[config.mk]
export PLATFORM = sky130hd
export DESIGN_NAME = dlf_even
export DESIGN_NICKNAME = d
export VERILOG_FILES = /design/src/rtl/dlf_pkg.sv /design/src/rtl/dlf_even.sv
export SDC_FILE = /design/constraint.sdc
export NUM_CORES = 2
export LEC_CHECK = 0
export BUFFER_PORTS_ARGS = -buffer_cell sky130_fd_sc_hd__buf_4
export CAP_MARGIN = 10
export CORE_AREA = 5 5 407 409
export CTS_BUF_LIST = sky130_fd_sc_hd__clkbuf_8
export CTS_CLUSTER_SIZE = 20
export DETAILED_ROUTE_END_ITERATION = 7
export DIE_AREA = 0 0 412 414
export SYNTH_ARGS = -nofsm -noshare
export SYNTH_HDL_FRONTEND = slang
export SYNTH_SLANG_ARGS = --single-unit
[constraint.sdc]
create_clock -name clk -period 22.1 [get_ports clk]
set_input_delay 3.315 -clock clk [delete_from_list [all_inputs] [get_ports clk]]
set_output_delay 3.315 -clock clk [all_outputs]
set_load 0.05 [all_outputs]
[src/rtl/dlf_pkg.sv]
// Shared types, constants and the output clamp for the 8-point Loeffler DCT.
// No dependencies; every other file in rtl/ refers to this package by scope.
package dlf_pkg;

  localparam int OUT_W    = 20;
  localparam int COEF_W   = 16;
  localparam int DATA_W   = 32;
  localparam int ADDR_W   = 5;
  localparam int IDX_W    = 3;

  // Register index, byte address = 4 * index
  typedef enum logic [IDX_W-1:0] {
    REG_COS_ONE       = 3'd0,
    REG_SIN_ONE       = 3'd1,
    REG_COS_THREE     = 3'd2,
    REG_SIN_THREE     = 3'd3,
    REG_ROOT2_COS_SIX = 3'd4,
    REG_ROOT2_SIN_SIX = 3'd5,
    REG_ROOT_TWO      = 3'd6
  } reg_idx_t;

  localparam logic [COEF_W-1:0] RST_COS_ONE       = 16'd16069;
  localparam logic [COEF_W-1:0] RST_SIN_ONE       = 16'd3196;
  localparam logic [COEF_W-1:0] RST_COS_THREE     = 16'd13623;
  localparam logic [COEF_W-1:0] RST_SIN_THREE     = 16'd9102;
  localparam logic [COEF_W-1:0] RST_ROOT2_COS_SIX = 16'd8867;
  localparam logic [COEF_W-1:0] RST_ROOT2_SIN_SIX = 16'd21407;
  localparam logic [COEF_W-1:0] RST_ROOT_TWO      = 16'd23170;

  typedef struct packed {
    logic [COEF_W-1:0] cos_one;
    logic [COEF_W-1:0] sin_one;
    logic [COEF_W-1:0] cos_three;
    logic [COEF_W-1:0] sin_three;
    logic [COEF_W-1:0] root2_cos_six;
    logic [COEF_W-1:0] root2_sin_six;
    logic [COEF_W-1:0] root_two;
  } coef_set_t;

  // load enables for the pipeline stages held inside the datapath modules
  typedef struct packed {
    logic p2;
    logic p3;
    logic p4;
    logic p5;
  } pipe_ld_t;

  localparam logic signed [63:0] OUT_MAX = 64'sd524287;
  localparam logic signed [63:0] OUT_MIN = -64'sd524288;

  function automatic logic signed [OUT_W-1:0] sat_out(input logic signed [63:0] v);
    logic signed [OUT_W-1:0] r;
    if (v > OUT_MAX) begin
      r = OUT_MAX[OUT_W-1:0];
    end else if (v < OUT_MIN) begin
      r = OUT_MIN[OUT_W-1:0];
    end else begin
      r = v[OUT_W-1:0];
    end
    return r;
  endfunction

endpackage

[src/rtl/dlf_even.sv]
// Even half of the flow graph: reflectors and the sqrt2-scaled 6pi/16 rotation.
// Depends on dlf_pkg (pipe_ld_t, COEF_W); four register stages P2..P5.
module dlf_even #(
  parameter int SW = 16,
  parameter int FB = 14
) (
  input  logic                           clk,
  input  dlf_pkg::pipe_ld_t              ld,
  input  logic [dlf_pkg::COEF_W-1:0]     c6,
  input  logic [dlf_pkg::COEF_W-1:0]     s6,
  input  logic signed [SW:0]             s0,
  input  logic signed [SW:0]             s1,
  input  logic signed [SW:0]             s2,
  input  logic signed [SW:0]             s3,
  output logic signed [SW+2:0]           y0,
  output logic signed [SW+2:0]           y4,
  output logic signed [SW+19-FB:0]       y2,
  output logic signed [SW+19-FB:0]       y6
);

  localparam int E_W    = SW + 2;
  localparam int A_W    = SW + 3;
  localparam int PROD_W = E_W + dlf_pkg::COEF_W + 1;
  localparam int SUM_W  = PROD_W + 1;
  localparam int ROT_W  = SUM_W - FB;
  localparam logic signed [SUM_W-1:0] RND = SUM_W'(64'd1 << (FB - 1));

  logic signed [E_W-1:0]    e0, e1, e2, e3;
  logic signed [A_W-1:0]    a0, a1, q0, q1, z0, z1;
  logic signed [PROD_W-1:0] m2c, m3s, m3c, m2s;
  logic signed [ROT_W-1:0]  r2, r3, z2, z3;
  logic signed [SUM_W-1:0]  sum2, sum3;
  logic signed [dlf_pkg::COEF_W:0] c6s, s6s;

  assign c6s  = $signed({1'b0, c6});
  assign s6s  = $signed({1'b0, s6});
  assign sum2 = m2c + m3s + RND;
  assign sum3 = m3c - m2s + RND;

  always_ff @(posedge clk) begin
    if (ld.p2) begin
      e0 <= s0 + s3;
      e3 <= s0 - s3;
      e1 <= s1 + s2;
      e2 <= s1 - s2;
    end
    if (ld.p3) begin
      a0  <= e0 + e1;
      a1  <= e0 - e1;
      m2c <= e2 * c6s;
      m3s <= e3 * s6s;
      m3c <= e3 * c6s;
      m2s <= e2 * s6s;
    end
    if (ld.p4) begin
      q0 <= a0;
      q1 <= a1;
      r2 <= ROT_W'(sum2 >>> FB);
      r3 <= ROT_W'(sum3 >>> FB);
    end
    if (ld.p5) begin
      z0 <= q0;
      z1 <= q1;
      z2 <= r2;
      z3 <= r3;
    end
  end

  assign y0 = z0;
  assign y4 = z1;
  assign y2 = z2;
  assign y6 = z3;

endmodule

Yosys cells after proc, flatten, opt, wreduce, memory -nomap -nowiden
Cells that the tools add are included.
Word-level totals
  logic and storage cells: 32
  input port bits: 105
  register bits: 414
Cells by class
  $add $sub $neg: 10
  multipliers: 4
Operator list (count)
  multiplier 18 x 17 -> 35 bit: 4
  adder 36 x 15 -> 36 bit (second input constant): 2
  adder 17 x 17 -> 18 bit: 2
  adder 35 x 35 -> 36 bit: 1
  subtractor 17 x 17 -> 18 bit: 2
  subtractor 35 x 35 -> 36 bit: 1
  adder 18 x 18 -> 19 bit: 1
  subtractor 18 x 18 -> 19 bit: 1

Longest topological paths before layout
  depth in word-level cells: 2
  gate-level depth with buffers: 27
  depth with buffers taken out: 25

Worst setup path before layout
Ideal clock, no wire load.
  path type: input-to-reg
  start point: input port s6[2] in the netlist's numbering
  end point: register m3s[29] (data pin)
  stages: 24
  path slack: 12586 ps
  required time: 21842 ps
  setup time: 258 ps
  data arrival time: 9256 ps
  cell sequence: clkbuf_1 clkbuf_1 nand2_1 fa_1 fa_1 fa_1 fa_1 inv_1 fa_1 inv_1 fa_1 inv_1 ha_1 o21ai_0 o211a_1 a21boi_2 o31ai_2 o31ai_4 o21ai_2 or4_1 a31oi_4 o21bai_2 a21oi_2 xnor2_1
Between the ends
  cells in the longest elaborated chain, start to end: 1
RTL lines
  start, declared: RTL line dlf_even.sv:10  | input logic [dlf_pkg::COEF_W-1:0] s6,
  multiplier 18 x 17 -> 35 bit: RTL line dlf_even.sv:51  | m3s <= e3 * s6s;
  end signal, assigned: RTL line dlf_even.sv:51
  end, declared: RTL line dlf_even.sv:30  | logic signed [PROD_W-1:0] m2c, m3s, m3c, m2s;
No other way between the ends.
A chain may end at the register's enable or synchronous reset.

Final worst setup path
  start point: input port c6[2] in the netlist's numbering
  end point: register m3c[28] (data pin)
Between the ends
  cells in the longest elaborated chain, start to end: 1
RTL lines
  start, declared: RTL line dlf_even.sv:9  | input logic [dlf_pkg::COEF_W-1:0] c6,
  multiplier 18 x 17 -> 35 bit: RTL line dlf_even.sv:52  | m3c <= e3 * c6s;
  end signal, assigned: RTL line dlf_even.sv:52
  end, declared: RTL line dlf_even.sv:30
No other way between the ends.

==> results by group <==
Status
  • Status: completed

Clock network
  • Clock Sinks: 409
  • Post-CTS Hold Buffers: 0
  • Clock buffer depth: 3
  • Root Driver: clkbuf_8
  • CTS Buf Count: 80
  • Htree depth: 3
  • CTS tree: built
  • # Post-CTS Setup Buffers: 0
  • Clock transition at path regs: 0.06 ns
  • Post-CTS resize count: 0
  • Skew-Pair Late Insertion Delay: 0.81 ns

Flow run
  • Max cap viols: 0

Worst setup path
  • Most used cell, CP: fa_1
  • Slowest stage delay, CP: 0.58 ns
  • Crit path kind: primary input to flip-flop
  • CP Max Fanout: 36
  • Critical Path RT: 22.59 ns
  • Top Family by Delay on Critical Path: adder cells
  • CP Capture Type: flip-flop
  • WP data arrival: 10.09 ns
  • CP Buf/Inv Count: 4
  • CP cell instances: buf_4 > nand2_1 > fa_1 > fa_1 > fa_1 > fa_1 > inv_1 > fa_1 > inv_1 > fa_1 > inv_1 > ha_1 > nand2_1 > o21ai_0 > or3_1 > o211ai_1 > o21ai_1 > a211oi_2 > o41a_1 > o21bai_1 > a211oi_1 > a211oi_1
  • Crit start category: primary input
  • Crit path max-delay cell type: fa_1
  • R2r setup slk: 14.67 ns

Routing
  • Total number of vias: 43,310
  • Starting DRT DRC Count: 2,524
  • Routed wire per std cell: 18.45 µm
  • Antenna-violating nets left: 0
  • Pre-antenna DRT Iters: 5
  • Via/cell ratio: 4.912
  • WL final: 162.7 mm
  • Drc violations: 0

Floorplan
  • Initial core utilization: 39.66%
  • Top Ports: 187
  • Std-Cell Rows: 148
  • Core area: 0.1617 mm²
  • Die width: 412 µm
  • Die area: 0.1706 mm²
  • Chip height: 414 µm

GRT
  • Vias in the first global route: 47,460
  • Initial antenna violation count: 10
  • Global-route wire length before repair: 264.2 mm
  • Global-route usage over all layers: 19.71%
  • GRT overflow: 0
  • Largest net degree at the start of global routing: 71

Placement
  • Cell total after placement: 8,674
  • Dpl hpwl: 125.2 mm
  • DP Area: 0.06760 mm²
  • I/O Buffers: 186
  • GPL Wtd Cong: 0.8809

STA
  • RSZ-0062 raised after global routing: no
  • Worst Tran Pin Value: 1.104 ns
  • TNS Setup: 0 ns
  • Slew Viols, Final: 0
  • Finish-stage setup viols: 0
  • Final Hold Viols: 0
  • Setup Skew: 0.06919 ns
  • Max_slew headroom: 25.74%
  • Min Tclk post-route: 9.595 ns
  • Period utilization: 43.41%
  • FMAX: 104.2 MHz

Yosys
  • Post-synth top area cell: fa_1
  • Post-synth EDFFs: 409
  • Synth Net Count: 8,398
  • Ys flop type: edfxtp_1
  • FF+latch count, synth: 409
  • Synthesized area per cell: 9.831 µm²
  • Synth top area share: 36.79%
  • Synth area leaders: fa_1, edfxtp_1, ha_1, inv_1, and2_1
  • Warning count from the yosys run: 0
  • Post-synthesis cell count: 6,521
  • Netlist Area Pre-Place: 0.06411 mm²
  • FFs w/ async S/R, synth: 0%
  • Register area share after synthesis: 19.16%
  • Count of different cell masters after synthesis: 83

Layout
  • Synthesis-to-finish area growth: 7.821%
  • Layout cells sized above 1: 5.498%
  • Cell area after layout: 0.06912 mm²
  • Post-Layout Cell Count: 8,817
  • Final layout net count: 8,458

Worst hold path
  • Hold crit path type: flip-flop to flip-flop
Yosys cell counts, types with 6 or more instances:
master / instances
o211ai_1: 17
a31oi_1: 13
o21ai_1: 9
or3_1: 10
o31ai_1: 12
inv_1: 1673
o21bai_1: 29
nand4_1: 11
clkbuf_1: 236
buf_1: 11
a21o_1: 77
o21ai_0: 91
o41ai_1: 6
nor3_1: 43
xor2_1: 61
nand3_1: 40
ha_1: 594
or2_2: 6
nand2b_1: 31
fa_1: 1178
xnor2_1: 180
a211oi_1: 17
o21a_1: 25
nor2b_1: 28
nand2_1: 760
nor2_1: 160
a21boi_0: 7
nor4_1: 7
and3_1: 24
and2_1: 471
a21oi_1: 182
a31o_2: 8
edfxtp_1: 409
metal layers:
metal,share of wire [%],GRT usage (%)
met3,6.1,3.361
met5,0.041,0
met4,2.5,4.954
met1,42,26.09
met2,49,33.71
placed cells by master (no fill, tap or decap), types with 9 or more instances in the layout:
master and count:
inv_1 1695, fa_1 1178, nand2_1 760, ha_1 594, and2_1 471, edfxtp_1 409
buf_4 226, a21oi_1 182, xnor2_1 180, nor2_1 160, o21ai_0 91, clkbuf_8 81
a21o_1 77, xor2_1 61, nor3_1 43, nand3_1 40, nand2b_1 31, o21bai_1 29
nor2b_1 28, o21a_1 25, and3_1 24, clkinv_1 19, a211oi_1 17, o211ai_1 17
a31oi_1 13, o31ai_1 12, nand4_1 11, or3_1 10, o21ai_1 9
registers in the layout, summed over array words and instances, names as in the netlist, 19 cells and up:
name,count
m2c,35
q0,19
y0,19
r2,22
m2s,35
m3s,35
y6,22
r3,22
y2,22
m3c,35
a0,19
kinds of logic (layout without fill, tap and decap cells):
group	after synthesis	after routing	share of synthesized area [%]
AO/OA/AOI/OAI	568	568	5.890
XOR/XNOR	241	241	3.293
AND/OR/NAND/NOR	1606	1606	11.97
other	0	3	0
flip-flops	409	409	19.16
adder cells (fa/ha/maj)	1772	1772	48.38
multiplexers	3	3	0.04684
buffers and inverters	1922	2040	11.26
path summary, 6_finish.rpt:
check                           depth (start not counted)       to  startpoint
worst max-delay path                                   22  m3c[28]       c6[2]
worst min-delay path                                    0    q1[8]       a1[8]
worst max register to register                         22  m3c[28]       e3[9]
worst min register to register                          0    q1[8]       a1[8]
worst register-to-register path, delay by kind of cell, from the launching register on:
family / cells / cell delay (ns)
AND/OR/NAND/NOR: 3 / 0.42
AO/OA/AOI/OAI: 8 / 2.37
adder cells (fa/ha/maj): 7 / 3.39
flip-flops: 1 / 0.38
buffers and inverters: 4 / 0.61
final cells by class:
type | instances | area [µm²]
Antenna cell | 3 | 7.507
Clock buffer | 80 | 1101
Clock inverter | 60 | 412.9
Fill cell | 15680 | 92540
Inverter | 1673 | 6280
Multi-Input combinational cell | 4190 | 44610
Sequential cell | 409 | 12280
Tap cell | 2175 | 2721
Timing Repair Buffer | 227 | 1710
stage by stage:
step	util [%]	setup slack, ns	hold slack, ns
finish	42.76	12.51	0.4042
detailed placement	41.82	11.78	0.4045
global route	42.75	12.16	0.3963
floorplan	-	12.59	0.4003
global placement	41.82	11.84	0.4006
CTS	42.75	12.66	0.3711
Power is left out: the tool's default activity adds up to more than one toggle a clock period on the data nets, which glitch-free logic cannot reach.
